--- src/rtl/core/dsa_pkg.sv ---
// ----------------------------------------------------------------------------
// dsa_pkg
// Shared types and constants for the DAC setpoint autorange block.
// ----------------------------------------------------------------------------
package dsa_pkg;

   localparam int unsigned CODE_BITS = 16;
   localparam int unsigned VAL_W     = 23;
   localparam int unsigned FRAME_W   = 16;
   localparam int unsigned REG_W     = 4;

   // full scale in half-microvolt units: reference shifted left by up to two
   localparam int unsigned FS_W   = VAL_W + 2;
   localparam int unsigned DEN_W  = FS_W + 1;
   localparam int unsigned QUO_W  = CODE_BITS + 1;
   localparam int unsigned DIV_W  = DEN_W + QUO_W;
   localparam int unsigned CNT_W  = $clog2(QUO_W);

   localparam int unsigned ALIGN_UP   = (CODE_BITS <= FRAME_W) ? FRAME_W - CODE_BITS : 0;
   localparam int unsigned ALIGN_DOWN = (CODE_BITS > FRAME_W) ? CODE_BITS - FRAME_W : 0;
   localparam int unsigned ALIGN_W    = FRAME_W + CODE_BITS;

   localparam logic [REG_W-1:0] REG_NONE = 4'd0;
   localparam logic [REG_W-1:0] REG_GAIN = 4'd4;
   localparam logic [REG_W-1:0] REG_DAC  = 4'd8;

   localparam logic CSR_REFERENCE  = 1'b0;
   localparam logic CSR_MAX_OUTPUT = 1'b1;

   localparam logic [VAL_W-1:0] REFERENCE_RESET  = 23'd2500000;
   localparam logic [VAL_W-1:0] MAX_OUTPUT_RESET = 23'd5500000;

   typedef enum logic [1:0] {
      TIER_HALF   = 2'd0,
      TIER_REF    = 2'd1,
      TIER_DOUBLE = 2'd2
   } tier_type;

   typedef enum logic [1:0] {
      SEL_ERR,
      SEL_GAIN,
      SEL_DAC
   } out_sel_type;

   typedef enum logic [2:0] {
      ST_IDLE,
      ST_CHECK,
      ST_ERR,
      ST_GAIN,
      ST_DIV,
      ST_DAC
   } state_type;

   typedef struct packed {
      logic        load;
      logic        check;
      logic        commit_gain;
      logic        div_step;
      out_sel_type out_sel;
   } ctrl_cmd_type;

   typedef struct packed {
      logic range_err;
      logic need_gain;
      logic div_last;
   } dp_status_type;

endpackage

--- src/rtl/core/dsa_ctrl.sv ---
// ----------------------------------------------------------------------------
// dsa_ctrl
// Sequencer: accept, range check, error or gain frame, divide, DAC frame.
// ----------------------------------------------------------------------------
module dsa_ctrl (
   input  logic                   clock,
   input  logic                   reset,
   input  logic                   req_valid,
   output logic                   req_ready,
   output logic                   rsp_valid,
   input  logic                   rsp_ready,
   output logic                   rsp_last,
   input  dsa_pkg::dp_status_type status,
   output dsa_pkg::ctrl_cmd_type  cmd
);
   import dsa_pkg::*;

   state_type state_ff;
   state_type state_in;

   always_ff @(posedge clock) begin
      if (reset) begin
         state_ff <= ST_IDLE;
      end else begin
         state_ff <= state_in;
      end
   end

   always_comb begin
      state_in        = state_ff;
      req_ready       = 1'b0;
      rsp_valid       = 1'b0;
      rsp_last        = 1'b0;
      cmd.load        = 1'b0;
      cmd.check       = 1'b0;
      cmd.commit_gain = 1'b0;
      cmd.div_step    = 1'b0;
      cmd.out_sel     = SEL_DAC;
      unique case (state_ff)
         ST_IDLE: begin
            req_ready = 1'b1;
            if (req_valid) begin
               cmd.load = 1'b1;
               state_in = ST_CHECK;
            end
         end
         ST_CHECK: begin
            cmd.check = 1'b1;
            if (status.range_err) begin
               state_in = ST_ERR;
            end else if (status.need_gain) begin
               state_in = ST_GAIN;
            end else begin
               state_in = ST_DIV;
            end
         end
         ST_ERR: begin
            rsp_valid   = 1'b1;
            rsp_last    = 1'b1;
            cmd.out_sel = SEL_ERR;
            if (rsp_ready) begin
               state_in = ST_IDLE;
            end
         end
         ST_GAIN: begin
            rsp_valid   = 1'b1;
            cmd.out_sel = SEL_GAIN;
            if (rsp_ready) begin
               cmd.commit_gain = 1'b1;
               state_in        = ST_DIV;
            end
         end
         ST_DIV: begin
            cmd.div_step = 1'b1;
            if (status.div_last) begin
               state_in = ST_DAC;
            end
         end
         ST_DAC: begin
            rsp_valid   = 1'b1;
            rsp_last    = 1'b1;
            cmd.out_sel = SEL_DAC;
            if (rsp_ready) begin
               state_in = ST_IDLE;
            end
         end
         default: begin
            state_in = ST_IDLE;
         end
      endcase
   end

endmodule

--- src/rtl/core/dsa_datapath.sv ---
// ----------------------------------------------------------------------------
// dsa_datapath
// Config and gain state, tier select, restoring divider, frame formatting.
// ----------------------------------------------------------------------------
module dsa_datapath (
   input  logic                                clock,
   input  logic                                reset,
   input  logic                                csr_write,
   input  logic                                csr_index,
   input  logic [dsa_pkg::VAL_W-1:0]           csr_data,
   input  logic [dsa_pkg::VAL_W-1:0]           req_target_uv,
   input  dsa_pkg::ctrl_cmd_type               cmd,
   output dsa_pkg::dp_status_type              status,
   output logic [dsa_pkg::REG_W-1:0]           rsp_frame_reg,
   output logic [dsa_pkg::FRAME_W-1:0]         rsp_frame_data,
   output logic                                rsp_range_error
);
   import dsa_pkg::*;

   logic [VAL_W-1:0] reference_ff;
   logic [VAL_W-1:0] max_output_ff;
   logic             gain_ff;
   logic             halved_ff;
   logic [VAL_W-1:0] target_ff;
   tier_type         tier_ff;
   logic             special_ff;
   logic [DIV_W-1:0] rem_ff;
   logic [DIV_W-1:0] dsh_ff;
   logic [QUO_W-1:0] quo_ff;
   logic [CNT_W-1:0] cnt_ff;

   tier_type             tier_cur;
   tier_type             tier_tgt;
   logic [FS_W-1:0]      fs_cur;
   logic [FS_W-1:0]      fs_tgt;
   logic [VAL_W:0]       target2;
   logic                 fits;
   logic [CODE_BITS-1:0] code;
   logic [ALIGN_W-1:0]   code_aligned;
   logic [FRAME_W-1:0]   gain_data;

   always_ff @(posedge clock) begin
      if (reset) begin
         reference_ff  <= REFERENCE_RESET;
         max_output_ff <= MAX_OUTPUT_RESET;
         gain_ff       <= 1'b1;
         halved_ff     <= 1'b0;
      end else begin
         if (csr_write) begin
            unique case (csr_index)
               CSR_REFERENCE:  reference_ff  <= csr_data;
               CSR_MAX_OUTPUT: max_output_ff <= csr_data;
               default: ;
            endcase
         end
         if (cmd.commit_gain) begin
            gain_ff   <= (tier_ff == TIER_DOUBLE);
            halved_ff <= (tier_ff == TIER_HALF);
         end
      end
   end

   assign target2 = {target_ff, 1'b0};

   always_comb begin
      unique case ({halved_ff, gain_ff})
         2'b10:   tier_cur = TIER_HALF;
         2'b01:   tier_cur = TIER_DOUBLE;
         default: tier_cur = TIER_REF;
      endcase
      if (target_ff > reference_ff) begin
         tier_tgt = TIER_DOUBLE;
      end else if (target2 > {1'b0, reference_ff}) begin
         tier_tgt = TIER_REF;
      end else begin
         tier_tgt = TIER_HALF;
      end
   end

   assign fs_cur = FS_W'(reference_ff) << tier_cur;
   assign fs_tgt = FS_W'(reference_ff) << tier_tgt;

   assign status.range_err = (target_ff > max_output_ff) ||
                             ({1'b0, target_ff} > {reference_ff, 1'b0});
   assign status.need_gain = (fs_cur != fs_tgt);
   assign status.div_last  = (cnt_ff == '0);

   // restoring divide: round(v * 2^(CODE_BITS+1) / fs), ties up
   always_ff @(posedge clock) begin
      if (cmd.load) begin
         target_ff <= req_target_uv;
      end
      if (cmd.check) begin
         tier_ff    <= tier_tgt;
         special_ff <= (FS_W'(target2) == fs_tgt) || (fs_tgt == '0);
         rem_ff     <= (DIV_W'(target_ff) << (CODE_BITS + 2)) + DIV_W'(fs_tgt);
         dsh_ff     <= DIV_W'({fs_tgt, 1'b0}) << CODE_BITS;
         quo_ff     <= '0;
         cnt_ff     <= CNT_W'(QUO_W - 1);
      end else if (cmd.div_step) begin
         if (rem_ff >= dsh_ff) begin
            rem_ff <= rem_ff - dsh_ff;
            quo_ff <= {quo_ff[QUO_W-2:0], 1'b1};
         end else begin
            quo_ff <= {quo_ff[QUO_W-2:0], 1'b0};
         end
         dsh_ff <= dsh_ff >> 1;
         cnt_ff <= cnt_ff - CNT_W'(1);
      end
   end

   assign fits = !quo_ff[QUO_W-1];
   assign code = (special_ff || !fits) ? '1 : quo_ff[CODE_BITS-1:0];
   assign code_aligned = (ALIGN_W'(code) << ALIGN_UP) >> ALIGN_DOWN;

   always_comb begin
      gain_data    = '0;
      gain_data[0] = (tier_ff == TIER_DOUBLE);
      gain_data[8] = (tier_ff == TIER_HALF);
   end

   always_comb begin
      unique case (cmd.out_sel)
         SEL_ERR: begin
            rsp_frame_reg   = REG_NONE;
            rsp_frame_data  = '0;
            rsp_range_error = 1'b1;
         end
         SEL_GAIN: begin
            rsp_frame_reg   = REG_GAIN;
            rsp_frame_data  = gain_data;
            rsp_range_error = 1'b0;
         end
         default: begin
            rsp_frame_reg   = REG_DAC;
            rsp_frame_data  = code_aligned[FRAME_W-1:0];
            rsp_range_error = 1'b0;
         end
      endcase
   end

endmodule

--- src/rtl/core/dac_setpoint_autorange.sv ---
// ----------------------------------------------------------------------------
// dac_setpoint_autorange
// Sequence: accept, ST_CHECK, an optional gain frame in ST_GAIN, the divide in
//   ST_DIV, then the DAC frame in ST_DAC; errors go from ST_CHECK to ST_ERR.
// Flow: one transaction at a time, req_ready high only in ST_IDLE; the
//   17-step restoring divider produces one quotient bit per cycle.
// Reset: synchronous; reference 2.5 V, max output 5.5 V, gain of two, no
//   division. No clearing pass.
// ----------------------------------------------------------------------------
module dac_setpoint_autorange (
   input  logic                              clock,
   input  logic                              reset,
   input  logic                              csr_write,
   input  logic                              csr_index,
   input  logic [dsa_pkg::VAL_W-1:0]         csr_data,
   input  logic                              req_valid,
   output logic                              req_ready,
   input  logic [dsa_pkg::VAL_W-1:0]         req_target_uv,
   output logic                              rsp_valid,
   input  logic                              rsp_ready,
   output logic [dsa_pkg::REG_W-1:0]         rsp_frame_reg,
   output logic [dsa_pkg::FRAME_W-1:0]       rsp_frame_data,
   output logic                              rsp_range_error,
   output logic                              rsp_last
);
   import dsa_pkg::*;

   ctrl_cmd_type  cmd;
   dp_status_type status;

   dsa_ctrl u_ctrl (
      .clock     (clock),
      .reset     (reset),
      .req_valid (req_valid),
      .req_ready (req_ready),
      .rsp_valid (rsp_valid),
      .rsp_ready (rsp_ready),
      .rsp_last  (rsp_last),
      .status    (status),
      .cmd       (cmd)
   );

   dsa_datapath u_datapath (
      .clock           (clock),
      .reset           (reset),
      .csr_write       (csr_write),
      .csr_index       (csr_index),
      .csr_data        (csr_data),
      .req_target_uv   (req_target_uv),
      .cmd             (cmd),
      .status          (status),
      .rsp_frame_reg   (rsp_frame_reg),
      .rsp_frame_data  (rsp_frame_data),
      .rsp_range_error (rsp_range_error)
   );

endmodule
--- config.mk ---
export PLATFORM = sky130hd
export DESIGN_NAME = dac_setpoint_autorange
export DESIGN_NICKNAME = d
export VERILOG_FILES = /design/src/rtl/core/dsa_pkg.sv /design/src/rtl/core/dsa_ctrl.sv /design/src/rtl/core/dsa_datapath.sv /design/src/rtl/core/dac_setpoint_autorange.sv
export SDC_FILE = /design/constraint.sdc
export NUM_CORES = 1
export LEC_CHECK = 0
export ABC_AREA = 1
export BUFFER_PORTS_ARGS = -buffer_cell sky130_fd_sc_hd__clkbuf_2
export CORE_MARGIN = 5
export CORE_UTILIZATION = 45
export DETAILED_ROUTE_END_ITERATION = 8
export REMOVE_ABC_BUFFERS = 1
export SYNTH_ARGS = -nofsm -noshare
export SYNTH_HDL_FRONTEND = slang
export SYNTH_SLANG_ARGS = --single-unit
--- constraint.sdc ---
create_clock -name clock -period 11.9 [get_ports clock]
set_clock_uncertainty 0.15 [all_clocks]
set_input_delay 2.38 -clock clock [delete_from_list [all_inputs] [get_ports clock]]
set_output_delay 2.38 -clock clock [all_outputs]
set_load 0.05 [all_outputs]
# Word-level counts from Yosys, hierarchy flattened
# Cells that the tools add are included.
[word_totals] in_bits=52 word_cells=85 regBits=184
[classes] shift=2 n_bitwise=1 mux=30 n_reduce_logical=16 n_lt_le_gt_ge=5 n_eq_ne=15 add_sub_neg=3
[op_table] operator="43-bit two-way mux" count=3
[op_table] operator="42-bit two-way mux" count=2
[op_table] operator="23-bit by 2-bit left shift with 25-bit output" count=2
[op_table] operator="23-bit > comparator" count=2
[op_table] operator="43-bit by 42-bit greater-or-equal comparator with 1-bit output" count=1
[op_table] operator="43-bit by 42-bit subtractor with 43-bit output" count=1
[op_table] operator="41-bit by 25-bit adder with 42-bit output" count=1
[op_table] operator="16-bit one-hot mux with 2 select lines" count=1
[op_table] operator="24-bit by 25-bit == test with 1-bit output" count=1
[op_table] operator="25-bit zero test" count=1
[op_table] operator="25-bit != test" count=1
[op_table] operator="23-bit by 24-bit > comparator with 1-bit output" count=1
[op_table] operator="24-bit by 23-bit > comparator with 1-bit output" count=1
[op_table] operator="3-bit two-way mux" count=6
[op_table] operator="16-bit two-way mux" count=1
[op_table] operator="3-bit one-hot mux with 5 select lines" count=1
[op_table] operator="1-bit two-way mux" count=12
[op_table] operator="2-bit one-hot mux with 2 select lines" count=2
[op_table] operator="4-bit one-hot mux with 2 select lines" count=1
[op_table] operator="3-bit by 2-bit == test with 1-bit output (second input constant)" count=2
[op_table] operator="3-bit == test (second input constant)" count=2
[op_table] operator="2-bit != test (second input constant)" count=3
[op_table] operator="2-bit AND reduction" count=3
[op_table] operator="5-bit zero test" count=1
[op_table] operator="other kinds (14)" count=20

# Depth between registers and ports, before layout
[logic_depth] depth_word=8 depth_mapped=35 ltp_nobuf=34

# Hierarchy
# A second synthesis with hierarchy kept.
[unflattened] cells_unflattened=2058 hier_area_um2=14433.8
[by_module_without_submodules] module="dsa_datapath" area_per_inst_um2=14161.1 n_inst=1 cells_per_inst=2007 seq_area_each_um2=4564.4
[by_module_without_submodules] module="dsa_ctrl" area_per_inst_um2=272.8 n_inst=1 cells_per_inst=51 seq_area_each_um2=60.1

# Least setup slack after synthesis
# OpenSTA, ideal clock, no wires.
[synth_timing] kind="flip-flop to output port" from="register u_ctrl.state_ff[0]" to="output port rsp_frame_data[0] (netlist name)" required_time_ns=9.370 arrival_time_ns=3.078 setup_slack_ns=6.292 stages_incl_launch_ff=5 path_cell_list="dfxtp_1 > inv_1 > nor3_1 > inv_1 > o31ai_1"
[synth_via] elab_chain_len=4 elab_cells_between_ends=6 classes_between="eq/ne (3); mux (2); reduce/logical (1)"
[synth_rtl] item="start: declaration" line_no="dsa_ctrl.sv:18" text="state_type state_ff;"
[synth_rtl] item="start signal: assignment" line_no="dsa_ctrl.sv:25" text="state_ff <= state_in;"
[synth_rtl] item="3-bit by 2-bit == test with 1-bit output" line_no="dsa_ctrl.sv:39" text="unique case (state_ff)"
[synth_rtl] item="2-bit one-hot mux with 2 select lines (*)" line_no="dsa_ctrl.sv:39"
[synth_rtl] item="2-bit by 1-bit == test with 1-bit output or 2-bit zero test (tied branches)" line_no="dsa_datapath.sv:123" text="unique case (cmd.out_sel)"
[synth_rtl] item="16-bit one-hot mux with 2 select lines (*)" line_no="dsa_datapath.sv:123"
[synth_rtl] item="end: declaration" line_no="dac_setpoint_autorange.sv:22" text="output logic [dsa_pkg::FRAME_W-1:0] rsp_frame_data,"
# Mark *: on every way between the ends. The rest lies on a longest branch, timed or not.

# Worst setup path in the final report
[layout_timing] from="register u_datapath.target_ff[18]" to="register u_datapath.rem_ff[38], data pin"
[layout_via] elab_chain_len=6 elab_cells_between_ends=7 classes_between="add/sub (1); order compare (2); shift (1); mux (3)"
[layout_rtl] item="start: declaration" line_no="dsa_datapath.sv:24" text="logic [VAL_W-1:0] target_ff;"
[layout_rtl] item="start signal: assignment" line_no="dsa_datapath.sv:91" text="target_ff <= req_target_uv;"
[layout_rtl] item="24-bit by 23-bit > comparator with 1-bit output" line_no="dsa_datapath.sv:73" text="end else if (target2 > {1'b0, reference_ff}) begin"
[layout_rtl] item="1-bit two-way mux" line_no="dsa_datapath.sv:73"
[layout_rtl] item="2-bit two-way mux" line_no="dsa_datapath.sv:71" text="if (target_ff > reference_ff) begin"
[layout_rtl] item="23-bit by 2-bit left shift with 25-bit output" line_no="dsa_datapath.sv:81" text="assign fs_tgt = FS_W'(reference_ff) << tier_tgt;"
[layout_rtl] item="41-bit by 25-bit adder with 42-bit output (*)" line_no="dsa_datapath.sv:96" text="rem_ff <= (DIV_W'(target_ff) << (CODE_BITS + 2)) + DIV_W'(fs_tgt);"
[layout_rtl] item="43-bit two-way mux (*)" line_no="dsa_datapath.sv:93" text="if (cmd.check) begin"
[layout_rtl] item="end signal: assignment" line_no="dsa_datapath.sv:96"
[layout_rtl] item="end signal: assignment" line_no="dsa_datapath.sv:102" text="rem_ff <= rem_ff - dsh_ff;"
[layout_rtl] item="end: declaration" line_no="dsa_datapath.sv:27" text="logic [DIV_W-1:0] rem_ff;"
# Marked as above.
# A chain may end at the register's enable or synchronous reset.

==> impl_results.md <==
* Post-CTS Setup Bufs at 0
* Largest family of logic cells by synthesized area: simple AND/OR/NAND/NOR gates
* CP endpoint kind: flop
* Final Setup Violations at 0
* Worst Path Required at 12090 ps
* RSZ-0062 raised after global routing: false
* Async S/R FF share, synth at 0%
* Num CTS Buffers at 17
* DRT iter0 DRCs at 707
* Worst slew pin tran at 1120 ps
* Ys flop type: edfxtp_1
* DR DRC count at 0
* Slowest stage cell, crit path: edfxtp_1
* Synth-to-Final Area Change at 8.82%
* Largest net degree at the start of global routing at 59
* Cell variety after synth at 52
* Full die area at 35600 µm²
* Pre-CTS worst setup slack at 5740 ps
* CTS tree: built
* Global-route wire length before repair at 67.3 mm
* Share of layout cells above drive strength 1 at under 10%
* Grt total ovfl at 0
* I/O Buffers at 73
* Root Buffer: clkbuf_16
* Routed wire per std cell at 16.8 µm
* Worst EP arrival at 6390 ps
* Fin crit period at 6200 ps
* Non-Filler Instances at 2484
* Xor/xnor cell area share of the yosys netlist at 2.87%
* Floorplan row count at 65
* Starting Density at approximately 46%
* I/O pins at 76
* Largest fanout on the critical path at 23
* H-tree Lvls at 4
* Synthesis warning total at 0
* Clock sinks at about 180
* Drt via density at about 5.4
* Setup ws final at 5700 ps
* Cts repair resizes at 0
* #FFs+latches synth at 184
* Worst vdd ir at 133 µV
* GRT Overall Usage at between 20% and 30%
* Vias at 13378
* Clk_lat worst skew at 470 ps
* Die height at roughly 190 µm
* Antenna-violating nets left at 0
* Die X at 189 µm
* 1st-pass router iterations at 6
* Fin. Hold Viols at 0
* Multiplexer share of the synthesized area at 0%
* Setup CP Type: flop to flop
* Setup TNS at 0 ps
* Antenna cells at 0
* Sequential fraction of the synthesis area at about 32%
* Synth Area in Compound Gates at 17.0%
* Total Nets Final at 2264
* Routability Congestion at 0.926
* Post-Syn Instances at 2029
* Synth Area in Simple Gates at between 20% and 30%
* Max incr delay on CP at 600 ps
* Max-Cap Viols at 0
* CTS clk-pin slew, worst paths at 70 ps
* Vias in the first global route at 13000
* Outcome: finished clean
* Post-synth EDFFs at between 90 and 100
* Max Freq at 161 MHz
* WHS at 316 ps
* Hpwl dp at ~33 mm
* Cell Area, Synth at around 14000 µm²
* CTS Hold Bufs at 0
* Syn Area/Cell at about 7 µm²
* Leak pwr at 7.28 nW
* CP Launch Type: flop
* Post-Synth Adder-Cell Area at about an eighth
* Worst slew margin at 24.8%
* Final Core Density at 49.5%
* Worst path most repeated cell: nand2_1
* Core area at ~32000 µm²
* Final wirelength at 41.7 mm
* Placed Cells incl. Taps at roughly 2500
* Hold crit path type: flop to flop
* Pwr dens at 275 nW/µm²
* Max Buffers Root-to-Sink at 2
* Fin crit share at 52.1%
* Initial antenna violation count at 0
* Fin. max-slew vios at 0
==> cell type report <==
class | instances | area (µm²)
multi-input cells | 1493 | 8360
repair buffers | 85 | 455
flip-flops and latches | 184 | 4620
clock buffers | 19 | 475
fillers | 3243 | 15900
well taps | 402 | 503
clock inverters | 13 | 128
inverters | 288 | 1080
==> through the flow <==
stage / power (W) / area [µm²]
5_1_grt: 0.00470 / 15600
3_5_place_dp: 0.00371 / 15000
4_1_cts: 0.00431 / 15600
3_3_place_gp: 0.00368 / 15000
2_1_floorplan: 0.00301 / 14000
6_report: 0.00430 / 15600
==> power by group <==
group	internal [W]	leakage [nW]	total, W	switching [W]
clock network	0.000302	0.298	0.000584	0.000282
logic	0.000840	5.35	0.00261	0.00177
registers	0.000980	1.63	0.00111	0.000125
total	0.00212	7.28	0.00430	0.00218
==> routing by layer <==
metal | routed length (µm) | vias up | global-route usage, %
met5 | 0 | - | 0
met4 | 926 | 0 | 6.17
met3 | 1830 | 51 | 3.61
met2 | 19700 | 305 | 40.2
met1 | 19300 | 6141 | 30.8
li1 | - | 6881 | -
==> registers in the layout, indices dropped and copies added, names as in the netlist <==
signal                    count
u_datapath.quo_ff            17
u_datapath.cnt_ff             5
u_datapath.target_ff         23
u_datapath.reference_ff      23
u_datapath.max_output_ff     23
u_datapath.dsh_ff            42
u_datapath.gain_ff            1
u_datapath.rem_ff            43
u_datapath.tier_ff            2
u_datapath.halved_ff          1
u_datapath.special_ff         1
u_ctrl.state_ff               3
==> layout by cell type, fill, tap and decap left out, types with 14 or more instances in the layout <==
master / n
nor2_1: 174
a21oi_1: 156
edfxtp_1: 94
o22ai_1: 15
o21ai_0: 186
xnor2_1: 14
dfxtp_1: 90
nand3_1: 117
o211ai_1: 27
a31oi_1: 18
nand4_1: 22
xor2_1: 33
clkbuf_16: 19
ha_1: 141
inv_1: 283
nand2_1: 457
clkbuf_2: 73
nor4_1: 19
==> logic make-up (layout without fill, tap and decap cells) <==
family / after synthesis / after routing
AOI/OAI and AO/OA: 445 / 445
xor gates and xnor gates: 47 / 47
buffers and inverters: 353 / 405
other: 1 / 2
adders and majority gates: 143 / 143
DFF: 184 / 184
and+or+nand+nor: 856 / 856
==> critical path: cells and delay by family, from the launching register on <==
| kind | cells | cell delay, ps |
|---|---|---|
| AO/OA/AOI/OAI | 4 | 620 |
| adder cells (fa/ha/maj) | 3 | 1010 |
| buffers and inverters | 2 | 190 |
| flip-flops | 1 | 600 |
| AND/OR/NAND/NOR | 22 | 3480 |
==> Yosys cell counts, types with 6 or more instances <==
library cell    n  area [µm²]
nand2_2        11        68.8
edfxtp_1       94        2820
nor2_1        176         661
xnor2_1        14         123
ha_1          141        1760
a31oi_1        18         113
nor3_1         12        60.1
dfxtp_1        90        1800
a211oi_1        6        45.0
o21ai_0       186         931
o22ai_1        15        93.8
clkbuf_1       44         165
nand3_1       117         586
nor4_1         19         119
xor2_1         33         289
a21oi_1       156         781
nand4_1        22         138
or2_2          11        68.8
o211ai_1       27         203
inv_1         284        1070
o21ai_1         6        30.0
buf_4           8        60.1
nand3b_1       11        82.6
nand2_1       458        1720
==> final timing paths <==
| kind | from | endpoint | slack, ps | cells past startpoint |
|---|---|---|---|---|
| max reg2reg | u_datapath.target_ff[18] | u_datapath.rem_ff[38] | 5700 | 31 |
| min | u_datapath.max_output_ff[8] | u_datapath.max_output_ff[8] | 320 | 2 |
| max | u_datapath.target_ff[18] | u_datapath.rem_ff[38] | 5700 | 31 |
| min reg2reg | u_datapath.max_output_ff[8] | u_datapath.max_output_ff[8] | 320 | 2 |
Note: power is estimated with default switching activity, not from simulation.
